<file path="src/smf_pkg.sv">
`timescale 1ns / 1ps

package smf_pkg;

	// Fixed field widths
	localparam int DATA_W            = 16;
	localparam int CFG_W             = 5;

	// Defaults
	localparam int MAX_WINDOW_DEF    = 16;
	localparam int WINDOW_LENGTH_RST = 5;

	// Control from the sequencer to the sort array
	typedef struct packed {
		logic              clear;   // empty the sorted list
		logic              insert;  // insert data into the sorted list
		logic [DATA_W-1:0] data;
	} sort_ctl_t;

endpackage

</file>
<file path="src/smf_window_mem.sv">
`timescale 1ns / 1ps

module smf_window_mem
	import smf_pkg::*;
#(
	parameter int MAX_WINDOW = MAX_WINDOW_DEF,
	localparam int AW = (MAX_WINDOW > 1) ? $clog2(MAX_WINDOW) : 1
) (
	input  logic              clk,
	input  logic              we,
	input  logic [AW-1:0]     waddr,
	input  logic [DATA_W-1:0] wdata,
	input  logic              re,
	input  logic [AW-1:0]     raddr,
	output logic [DATA_W-1:0] rdata
);

	logic [DATA_W-1:0] mem [MAX_WINDOW];

	always_ff @(posedge clk) begin
		if (we) begin
			mem[waddr] <= wdata;
		end
	end

	// registered read port, enabled by re
	always_ff @(posedge clk) begin
		if (re) begin
			rdata <= mem[raddr];
		end
	end

endmodule

</file>
<file path="src/smf_sorter.sv">
`timescale 1ns / 1ps

module smf_sorter
	import smf_pkg::*;
#(
	parameter int MAX_WINDOW = MAX_WINDOW_DEF,
	localparam int AW = (MAX_WINDOW > 1) ? $clog2(MAX_WINDOW) : 1,
	localparam int CW = $clog2(MAX_WINDOW + 1)
) (
	input  logic              clk,
	input  logic              arst_n,
	input  sort_ctl_t         ctl,
	input  logic [AW-1:0]     sel_idx,
	output logic [CW-1:0]     count,
	output logic [DATA_W-1:0] sel_data
);

	logic [DATA_W-1:0] list_q [MAX_WINDOW];
	logic [DATA_W-1:0] list_d [MAX_WINDOW];
	logic [MAX_WINDOW-1:0] gt;
	logic [CW-1:0] cnt_q;

	// gt[m]: slot m holds a larger value or is empty; monotone over m
	always_comb begin
		for (int m = 0; m < MAX_WINDOW; m++) begin
			gt[m] = (CW'(m) >= cnt_q) || (list_q[m] > ctl.data);
		end
		for (int m = 0; m < MAX_WINDOW; m++) begin
			if (!gt[m]) begin
				list_d[m] = list_q[m];
			end else if (m > 0 && gt[(m > 0) ? m - 1 : 0]) begin
				list_d[m] = list_q[(m > 0) ? m - 1 : 0];
			end else begin
				list_d[m] = ctl.data;
			end
		end
	end

	always_ff @(posedge clk) begin
		if (ctl.insert) begin
			list_q <= list_d;
		end
	end

	always_ff @(posedge clk or negedge arst_n) begin
		if (!arst_n) begin
			cnt_q <= '0;
		end else if (ctl.clear) begin
			cnt_q <= '0;
		end else if (ctl.insert && cnt_q < CW'(MAX_WINDOW)) begin
			cnt_q <= cnt_q + CW'(1);
		end
	end

	assign count    = cnt_q;
	assign sel_data = list_q[sel_idx];

	generate
		if (MAX_WINDOW > 1) begin : g_order_chk
			a_sorted_head: assert property (@(posedge clk) disable iff (!arst_n)
				(cnt_q >= CW'(2)) |-> (list_q[0] <= list_q[1]))
				else $error("sort list head out of order");
		end
	endgenerate

endmodule

</file>
<file path="src/sliding_median_filter.sv">
`timescale 1ns / 1ps
// Sliding median filter: running median over the last window_length samples of a record.
// A transaction that yields a result blocks further input until its pass ends
//   (one store read per window entry, then the median goes to the output register);
//   transactions that yield none are taken one per cycle.
// Reset (arst_n low, asynchronous): window empty, write slot 0, window_length 5,
//   no result pending; the sample store itself is not cleared.

module sliding_median_filter
	import smf_pkg::*;
#(
	parameter int MAX_WINDOW = MAX_WINDOW_DEF
) (
	input  logic              clk,
	input  logic              arst_n,
	// configuration
	input  logic              cfg_wr_en,
	input  logic [CFG_W-1:0]  cfg_wr_data,
	// input channel
	input  logic              in_valid,
	output logic              in_ready,
	input  logic [DATA_W-1:0] sample,
	input  logic              last_sample,
	// output channel
	output logic              out_valid,
	input  logic              out_ready,
	output logic [DATA_W-1:0] median,
	output logic              is_last
);

	localparam int AW = (MAX_WINDOW > 1) ? $clog2(MAX_WINDOW) : 1;
	localparam int CW = $clog2(MAX_WINDOW + 1);

	// sequencer states
	localparam logic [1:0] S_IDLE = 2'd0;  // take transactions, write store
	localparam logic [1:0] S_READ = 2'd1;  // one store read per window entry
	localparam logic [1:0] S_WAIT = 2'd2;  // last read data goes into the sorter
	localparam logic [1:0] S_FIN  = 2'd3;  // hand median to the output register

	logic [1:0]        state_q;
	logic [CFG_W-1:0]  cfg_len_q;
	logic [AW-1:0]     wp_q;
	logic [CW-1:0]     fill_q;
	logic [CW-1:0]     len_q;      // window length latched for the current pass
	logic [AW-1:0]     rd_addr_q;
	logic [CW-1:0]     rd_cnt_q;
	logic              last_q;
	logic              rd_vld_s1;
	logic              out_valid_q;
	logic [DATA_W-1:0] median_q;
	logic              is_last_q;

	logic [CW-1:0]     eff_len;
	logic [CW-1:0]     fill_next;
	logic              has_result;
	logic              in_fire;
	logic              out_load;
	logic              mem_re;
	logic [DATA_W-1:0] mem_rdata;
	logic [CW-1:0]     sort_cnt;
	logic [DATA_W-1:0] sort_sel;
	sort_ctl_t         sort_ctl;

	// Register value 0 acts as 1; values above the store depth clamp to it.
	always_comb begin
		if (cfg_len_q == '0) begin
			eff_len = CW'(1);
		end else if (int'(cfg_len_q) > MAX_WINDOW) begin
			eff_len = CW'(MAX_WINDOW);
		end else begin
			eff_len = CW'(cfg_len_q);
		end
	end

	// fill count saturates at the store depth
	assign fill_next  = (fill_q < CW'(MAX_WINDOW)) ? fill_q + CW'(1) : fill_q;
	assign has_result = (fill_next >= eff_len);

	assign in_ready = (state_q == S_IDLE);
	assign in_fire  = in_valid && in_ready;
	assign out_load = (state_q == S_FIN) && (!out_valid_q || out_ready);
	assign mem_re   = (state_q == S_READ);

	// Store writes only happen in S_IDLE and reads only in S_READ, so a read
	// never overlaps a write to the same slot; the write lands before the
	// first read of the pass.
	smf_window_mem #(
		.MAX_WINDOW(MAX_WINDOW)
	) u_mem (
		.clk   (clk),
		.we    (in_fire),
		.waddr (wp_q),
		.wdata (sample),
		.re    (mem_re),
		.raddr (rd_addr_q),
		.rdata (mem_rdata)
	);

	assign sort_ctl.clear  = in_fire && has_result;
	assign sort_ctl.insert = rd_vld_s1;
	assign sort_ctl.data   = mem_rdata;

	// Insertion sort in a register list, one store entry per cycle.
	smf_sorter #(
		.MAX_WINDOW(MAX_WINDOW)
	) u_sort (
		.clk      (clk),
		.arst_n   (arst_n),
		.ctl      (sort_ctl),
		.sel_idx  (AW'(len_q >> 1)),
		.count    (sort_cnt),
		.sel_data (sort_sel)
	);

	// configuration register
	always_ff @(posedge clk or negedge arst_n) begin
		if (!arst_n) begin
			cfg_len_q <= CFG_W'(WINDOW_LENGTH_RST);
		end else if (cfg_wr_en) begin
			cfg_len_q <= cfg_wr_data;
		end
	end

	// Window bookkeeping: write slot wraps at the store depth, a record end
	// restarts both slot and fill count.
	always_ff @(posedge clk or negedge arst_n) begin
		if (!arst_n) begin
			wp_q   <= '0;
			fill_q <= '0;
		end else if (in_fire) begin
			if (last_sample) begin
				wp_q   <= '0;
				fill_q <= '0;
			end else begin
				wp_q   <= (wp_q == AW'(MAX_WINDOW - 1)) ? '0 : wp_q + AW'(1);
				fill_q <= fill_next;
			end
		end
	end

	// Sequencer: walks the store backward from the newest sample.
	always_ff @(posedge clk or negedge arst_n) begin
		if (!arst_n) begin
			state_q   <= S_IDLE;
			rd_cnt_q  <= '0;
			rd_vld_s1 <= 1'b0;
		end else begin
			rd_vld_s1 <= mem_re;
			unique case (state_q)
				S_IDLE: begin
					if (in_fire && has_result) begin
						state_q  <= S_READ;
						rd_cnt_q <= '0;
					end
				end
				S_READ: begin
					rd_cnt_q <= rd_cnt_q + CW'(1);
					if (rd_cnt_q == len_q - CW'(1)) begin
						state_q <= S_WAIT;
					end
				end
				S_WAIT: begin
					state_q <= S_FIN;
				end
				S_FIN: begin
					if (out_load) begin
						state_q <= S_IDLE;
					end
				end
				default: begin
					state_q <= S_IDLE;
				end
			endcase
		end
	end

	// per-pass payload, no reset needed
	always_ff @(posedge clk) begin
		if (in_fire) begin
			len_q     <= eff_len;
			rd_addr_q <= wp_q;
			last_q    <= last_sample;
		end else if (mem_re) begin
			rd_addr_q <= (rd_addr_q == '0) ? AW'(MAX_WINDOW - 1) : rd_addr_q - AW'(1);
		end
	end

	// output register
	always_ff @(posedge clk or negedge arst_n) begin
		if (!arst_n) begin
			out_valid_q <= 1'b0;
		end else if (out_load) begin
			out_valid_q <= 1'b1;
		end else if (out_ready) begin
			out_valid_q <= 1'b0;
		end
	end

	always_ff @(posedge clk) begin
		if (out_load) begin
			median_q  <= sort_sel;
			is_last_q <= last_q;
		end
	end

	assign out_valid = out_valid_q;
	assign median    = median_q;
	assign is_last   = is_last_q;

	// the sorter must hold exactly one full window when the median is taken
	a_full_window: assert property (@(posedge clk) disable iff (!arst_n)
		out_load |-> (sort_cnt == len_q))
		else $error("median taken from a partly filled sort list");

	// a record end restarts the window
	a_record_restart: assert property (@(posedge clk) disable iff (!arst_n)
		(in_fire && last_sample) |=> (fill_q == '0 && wp_q == '0))
		else $error("window not restarted after record end");

	// read data only returns while a pass is running
	a_read_in_pass: assert property (@(posedge clk) disable iff (!arst_n)
		rd_vld_s1 |-> (state_q == S_READ || state_q == S_WAIT))
		else $error("store read data outside a pass");

endmodule

</file>
<file path="config.mk">
export PLATFORM = sky130hd
export DESIGN_NAME = sliding_median_filter
export DESIGN_NICKNAME = d
export VERILOG_FILES = /design/src/smf_pkg.sv /design/src/smf_window_mem.sv /design/src/smf_sorter.sv /design/src/sliding_median_filter.sv
export SDC_FILE = /design/constraint.sdc
export NUM_CORES = 1
export LEC_CHECK = 0
export BUFFER_PORTS_ARGS = -buffer_cell sky130_fd_sc_hd__buf_2
export CORE_AREA = 8 8 328 330
export CTS_BUF_LIST = sky130_fd_sc_hd__clkbuf_2 sky130_fd_sc_hd__clkbuf_4 sky130_fd_sc_hd__clkbuf_8
export DETAILED_ROUTE_END_ITERATION = 7
export DIE_AREA = 0 0 336 338
export GPL_TIMING_DRIVEN = 0
export SLEW_MARGIN = 5
export SYNTH_ARGS = -nofsm -noshare
export SYNTH_HDL_FRONTEND = slang
export SYNTH_SLANG_ARGS = --single-unit
</file>
<file path="constraint.sdc">
create_clock -name clk -period 3.21 [get_ports clk]
set_input_delay 0.4815 -clock clk [delete_from_list [all_inputs] [get_ports clk]]
set_output_delay 0.4815 -clock clk [all_outputs]
set_load 0.005 [all_outputs]
</file>
==> metrics.txt, run 1 <==
Clk network pwr share=13.7%; number of detailed-routing iterations run before antenna repair=5; Int Power=between 20 and 30 mW; gp weighted congestion=0.901; clock-pin slew on the worst setup and hold paths=0.06 ns; worst hold margin=0.0359 ns; Top FF cell, synth=edfxtp_1; Cells after Synth=about 2.0k; routed wire length per instance=26.0 um; Net Count, Synth=2280; total of max-cap violations=0; vias per std cell=5.36; sequential share of power=30.1%; final WL=97900 um; syn_area_per_cell=15.9 um^2; Core Rows=about 120; max frequency=304 MHz; final period utilization=103%; number of global-route vias before repair=20.6k; cell-by-cell listing of the critical path=clkbuf_8 > clkinvlp_4 > buf_12 > buf_8 > ha_4 > and3_4 > nand4_1 > a21oi_4 > o31ai_4 > a21oi_4 > buf_8 > and2_4 > buf_12; failing checks=negative setup slack; maximum level of the CTS H-tree=3; amount of wire on met2 after detailed routing=between 40000 and 50000 um; share of final-layout standard cells stronger than drive strength 1=40.4%; cell area after technology mapping=31400 um^2; fraction of the mapped netlist area in adder cells=11.0%; number of filler cells placed in the layout=9502; die width=between 300 and 400 um; source of the critical timing path=u_mem.rdata[10]; Max-Slew Margin vs Limit=7.53%; initial core utilization=between 30% and 40%; slowest stage cell, crit path=edfxtp_1; I/O pin cnt=46; Synth async-reset ratio=under 10%; count of routing violations after the opening detailed-route iteration=1809; Reg2Reg Launch Point=u_mem.rdata[10]; startpoint of the lowest-slack hold path=cfg_wr_data[1]; net load switching power=18.9 mW; Clock Path Buffers=3; final net count=2610; cell leakage power=14.1 nW; switching share of power=39.7%; combinational family with the most area after synthesis=multiplexers; share of the yosys chip area belonging to registers=between 50% and 60%; Data required, critical path=3.63 ns; largest incremental delay on the critical path=0.54 ns; Total Die Area=roughly 110000 um^2; antenna violations before repair=6; area fraction in and, or, nand and nor cells after synthesis=5.13%; TritonCTS clock tree=yes; startpoint class of the critical path=register; WP buf/inv=6; number of pins with negative max-slew slack in the final report=0; post-synthesis to final-layout area growth=23.5%; total of endpoints with negative setup slack in the final report=81; CORE AREA=103000 um^2; met3 routed WL=5750 um; minimum clock period after layout=3.29 ns; source-to-sink clock delay at the later pin of the worst-skew pair=0.76 ns; type of the most critical hold path=primary input to register; Post-Route Skew=0.0555 ns; Port Buffer Count=45; setup slack after layout=-0.0810 ns; CTS Buf Count=97; Largest delay share family, worst path=buffers and inverters; top area cells in the synthesized netlist=edfxtp_1 53%, mux4_2 11%, ha_1 11%, mux2_2 6.9%, dfrtp_1 2.1%; CP Capture Type=register; Overall Global Routing Usage=16.7%; Tightest Pin Transition=1.39 ns; CTS sink cnt=583; highest fanout seen on the critical path=9; most common cell in the synthesized netlist=edfxtp_1; top routing layer in use=met5; post-synth top area share=53.0%; clock tree root buffer cell=clkbuf_8; number of storage elements in the synthesis netlist=a little under 600; unrepaired setup endpoints after global routing=true; EDFF count, synth=555; outcome=finished with violations; signal arrival time at the worst endpoint=3.71 ns; DRC violation count after routing=0; xor and xnor area share after synthesis=0.334%; total power=47.7 mW; dominant cell type by area after synthesis=edfxtp_1; relative contribution of combinational cells to total power=a little under three fifths; die boundary height=338 um; met1 WL=approximately 40000 um; largest net degree at the start of global routing=29; number of nets with antenna violations after detailed routing=0; global-route wire length before repair=141000 um; VDD IR max=about 0.47 mV; most frequent cells after synthesis=555 x edfxtp_1, 277 x ha_1, 192 x mux2_2; Pwr per Cell Area=around 1200 nW/um^2; category of the critical setup timing path=register to register; DR vias=20.2k; multiplexer share of the synthesized area=around 21%; overflow left after global routing=0; count of final hold-check violations=0; total negative slack for setup checks=-1.84 ns; post-synth cell types=79; Synth Warn #=0; half-perimeter wire length after placement=67900 um; area fraction in compound gates after synthesis=under 10%
[worst paths after layout]
path / depth (start not counted) / to / slack [ns]
worst min register to register: 0 / is_last / 0.44
worst max-delay path: 13 / u_sort.list_q[79] / -0.08
worst max register to register: 13 / u_sort.list_q[79] / -0.08
min in group asynchronous: 2 / wp_q[3] / 0.35
worst min-delay path: 2 / cfg_len_q[1] / 0.04
max in group asynchronous: 2 / u_sort.count[2] / 2.37
[cell families after synthesis]
logic type      Yosys count
simple gates            299
mux                     407
compound gates          256
fa+ha+maj               277
xor+xnor                 12
flops                   583
buf+inv                 142
[layout make-up]
cell class	count	area, um^2	area share (%)
Tap cell	1380	1730	4.45
Buffer	79	663	1.71
Inverter	57	270	0.696
Antenna cell	4	10.0	0.0258
Sequential cell	583	17400	44.7
Timing Repair Buffer	235	2480	6.39
Clock inverter	55	372	0.957
Clock buffer	119	1500	3.86
Multi-Input combinational cell	1253	14400	37.2
[placed cells by master (no fill, tap or decap), types with 43 or more instances in the layout]
| cell type | count |
|---|---|
| mux4_2 | 160 |
| buf_2 | 60 |
| nand2_1 | 58 |
| clkbuf_8 | 105 |
| ha_1 | 248 |
| a21oi_1 | 97 |
| mux2_2 | 169 |
| mux2_4 | 66 |
| buf_4 | 110 |
| nand4_1 | 43 |
| edfxtp_1 | 555 |
[power by group through the flow]
stage	Combinational (mW)	Clock, mW	Sequential, mW
2_1_floorplan	14.4	0	13.2
3_3_place_gp	19.2	0	14.6
3_5_place_dp	19.9	0	14.7
4_1_cts	24.4	6.65	14.2
5_1_grt	28.5	6.95	14.5
6_report	26.8	6.54	14.3
[routing by layer]
metal / vias up / global-route usage (%)
met5: - / 0
met4: 4 / 7.62
met3: 206 / 2.65
met2: 805 / 28.3
met1: 10436 / 21.0
li1: 8730 / -
[metrics by stage]
| step | cells | setup WS (ns) | util [%] | area (um^2) |
|---|---|---|---|---|
| after global routing | 3763 | -0.105 | 37.8 | 38800 |
| final | 3765 | -0.0810 | 37.8 | 38800 |
| after global placement | 3401 | -2.54 | 32.6 | 33400 |
| after floorplan | 1976 | 0.00210 | - | 31500 |
| after CTS | 3724 | -0.0937 | 36.7 | 37700 |
| after detailed placement | 3405 | -2.52 | 32.6 | 33500 |
[state kept, by name, summed over array words and instances (netlist names), 5 cells and up]
register / cells
u_mem.rdata: 16
u_mem.mem: 256
u_sort.list_q: 256
rd_cnt_q: 5
median: 16
cfg_len_q: 5
len_q: 5
fill_q: 5
u_sort.count: 5
[worst reg2reg max path: cells and delay by family, from the launching register on]
family          cells  cell delay [ns]
buf+inv             6             0.89
flops               1             0.54
fa+ha+maj           1             0.25
compound gates      3             0.67
simple gates        3             0.62
[timing repair]
item,4_1_cts,5_1_grt
pin swaps,55,54
gates resized for setup,186,140
endpoints found under the setup margin,504,475
hold buffers,2,0
endpoints found under the hold margin,29,0
gates cloned,8,9
setup buffers,139,33
No activity file was read; power rests on OpenSTA's default activity.
==> run 2: changes to the inputs <==
Settings changed: CORE_AREA 8 8 328 330 to 8 8 229 231, DIE_AREA 0 0 336 338 to 0 0 237 239, PLACE_DENSITY set to 0.82.
Clock period 3.21 ns to 3.8 ns, I/O delays scaled along.
==> run 2 against run 1 <==
The run now ends clean. Register-to-register slack gained 0.11 ns. First-iteration DRC count grew 23%. Combinational power shrank 32%. Clock-buffer cell count grew 15. Cell area shrank 8.7%. Critical endpoint is now u_sort.list_q[126]. Highest routed layer unchanged.
==> metrics.txt, run 2 (synthesis gave the netlist of run 1 again) <==
outcome=finished clean; number of filler cells placed in the layout=2935; worst hold margin=about 0.094 ns; Max-Slew Margin vs Limit=6.74%; final design area excluding fillers=between 30000 and 40000 um^2; final WL=86200 um; CTS sink cnt=583; total negative slack for setup checks=0 ns; depth of the most critical reg-to-reg path=13; number of global-route vias before repair=20.4k; combined area of the multi-input logic cells=13500 um^2; amount of wire on met2 after detailed routing=41900 um; vias per std cell=6.95; startpoint class of the critical path=register; Post-Route Skew=0.0196 ns; Register-to-Register Setup Slack=0.03 ns; total of max-cap violations=0; most frequent cells in the layout=555 x edfxtp_1, 277 x ha_1, 192 x mux2_2; Clock Path Buffers=3; type of the most critical hold path=primary input to register; routed wire length per instance=29.7 um; number of standard cells in the final layout excluding fillers=between 2k and 3k; maximum level of the CTS H-tree=3; CP Capture Type=register; Int Power=about 22 mW; number of detailed-routing iterations run before antenna repair=6; antenna violations before repair=2; minimum clock period after layout=between 3 and 4 ns; DRC violation count after routing=0; die width=between 200 and 250 um; signal arrival time at the worst endpoint=roughly 4.2 ns; Reg2Reg Launch Point=u_mem.rdata[6]; most common library cell in the layout ignoring fill and taps=edfxtp_1; number of nets with antenna violations after detailed routing=0; final net count=2509; highest fanout seen on the critical path=16; I/O pin cnt=between 40 and 50; count of final hold-check violations=0; net load switching power=14.1 mW; CORE AREA=48500 um^2; Worst Hold Endpoint=cfg_len_q[4]; max frequency=265 MHz; global-route wire length before repair=127000 um; largest net degree at the start of global routing=29; count of routing violations after the opening detailed-route iteration=2230; DR vias=20.2k; relative contribution of combinational cells to total power=51.0%; overflow left after global routing=0; total instance count after detailed placement=roughly 2.6k; source-to-sink clock delay at the later pin of the worst-skew pair=between 0.7 and 0.8 ns; instance area at placement=32600 um^2; met3 routed WL=around 7100 um; post-layout util=73.0%; share of final-layout standard cells stronger than drive strength 1=35.0%; final period utilization=99.3%; switching share of power=39.2%; Data required, critical path=between 4 and 5 ns; Top Registers=u_mem.mem x256, u_sort.list_q x256; top routing layer in use=met5; cell depth of the worst min-delay path=3; post-synthesis to final-layout area growth=12.7%; Clk network pwr share=about 16%; Total Die Area=56600 um^2; clock-pin slew on the worst setup and hold paths=~0.060 ns; initial core utilization=64.8%; Port Buffer Count=45; half-perimeter wire length after placement=60800 um; category of the critical setup timing path=register to register; number of pins with negative max-slew slack in the final report=0; TritonCTS clock tree=yes; sequential share of power=33.2%; footprint of the flip-flops and latches=17400 um^2; clock tree root buffer cell=clkbuf_8; VDD IR max=0.472 mV; terminus of the critical flop-to-flop path=u_sort.list_q[126]; Core Rows=81; CTS Buf Count=96; gp weighted congestion=0.923; Overall Global Routing Usage=30.3%; Tightest Pin Transition=1.40 ns; die boundary height=239 um; startpoint of the lowest-slack hold path=cfg_wr_data[4]; total of endpoints with negative setup slack in the final report=0; cell leakage power=13.1 nW; Pwr per Cell Area=1010 nW/um^2; met1 WL=31300 um
[run 2: changes by cell type in the layout (fill, tap and decap cells not counted), moves of 9 or more]
| cell | before | now |
|---|---|---|
| buf_12 | 41 | 8 |
| mux2_4 | 66 | 36 |
| ha_1 | 248 | 277 |
| ha_4 | 29 | 0 |
| buf_4 | 110 | 83 |
| buf_6 | 32 | 7 |
| mux2_2 | 169 | 192 |
| clkinv_1 | 34 | 12 |
| a21oi_1 | 97 | 111 |
| clkbuf_4 | 23 | 36 |
| a21oi_2 | 13 | 1 |
| buf_2 | 60 | 71 |
| buf_8 | 16 | 6 |
| clkbuf_16 | 9 | 0 |
[run 2: routing by layer]
| metal | global-route usage [%] | vias to the layer above |
|---|---|---|
| li1 | - | 8527 |
| met1 | 36.7 | 10078 |
| met2 | 50.2 | 1261 |
| met3 | 5.35 | 307 |
| met4 | 19.4 | 2 |
| met5 | 0 | - |
[run 2: critical path, cell delays in order (launching register included)]
cell,delay (ns)
edfxtp_1,0.51
clkbuf_2,0.39
clkinvlp_4,0.24
buf_4,0.23
ha_1,0.34
nand3_1,0.10
nor4_2,0.43
a21boi_1,0.35
o41ai_1,0.10
o311a_1,0.14
buf_6,0.15
buf_8,0.16
nor2_4,0.12
buf_12,0.18
[run 2: worst max-delay path by stage]
| stage | startpoint | end | slack, ns |
|---|---|---|---|
| 6_report | u_mem.rdata[6] | u_sort.list_q[126] | 0.03 |
| 5_1_grt | u_mem.rdata[1] | u_sort.list_q[27] | -0.004 |
| 4_1_cts | u_mem.rdata[14] | u_sort.list_q[153] | 0.01 |
| 3_5_place_dp | u_mem.rdata[8] | u_sort.list_q[114] | -1.52 |
| 3_3_place_gp | u_mem.rdata[8] | u_sort.list_q[33] | -1.94 |
| 2_1_floorplan | u_mem.rdata[14] | u_sort.list_q[112] | 0.32 |
[run 2: through the flow]
step                      setup slack [ns]  total power, mW
after floorplan                      0.321             23.3
after global placement               -1.94             27.7
after detailed placement             -1.52             28.8
after CTS                           0.0109             35.3
after global routing              -0.00363             37.7
final                               0.0271             36.0
[run 2: power by group through the flow]
stage / logic, mW / clock network [mW] / registers, mW
global route: 19.6 / 5.97 / 12.1
detailed placement: 16.6 / 0 / 12.2
global placement: 15.6 / 0 / 12.1
CTS: 17.7 / 5.73 / 11.9
finish: 18.3 / 5.69 / 11.9
floorplan: 12.2 / 0 / 11.2
[run 2: cell type report]
cell class	instances	area share (%)
Multi-Input combinational cell	1251	38.2
Sequential cell	583	49.0
Clock inverter	39	0.932
Inverter	57	0.762
Timing Repair Buffer	132	2.86
Tap cell	622	2.20
Clock buffer	134	4.64
Antenna cell	1	0.00706
Buffer	84	1.40
[run 2: timing repair]
| action | 4_1_cts | 5_1_grt |
|---|---|---|
| pin swaps | 3 | 6 |
| gates resized for setup | 57 | 21 |
| hold buffers | 1 | 0 |
| hold endpoints to repair | 26 | 0 |
| gates cloned | 0 | 0 |
| setup endpoints to repair | 496 | 318 |
| buffers inserted | 66 | 14 |
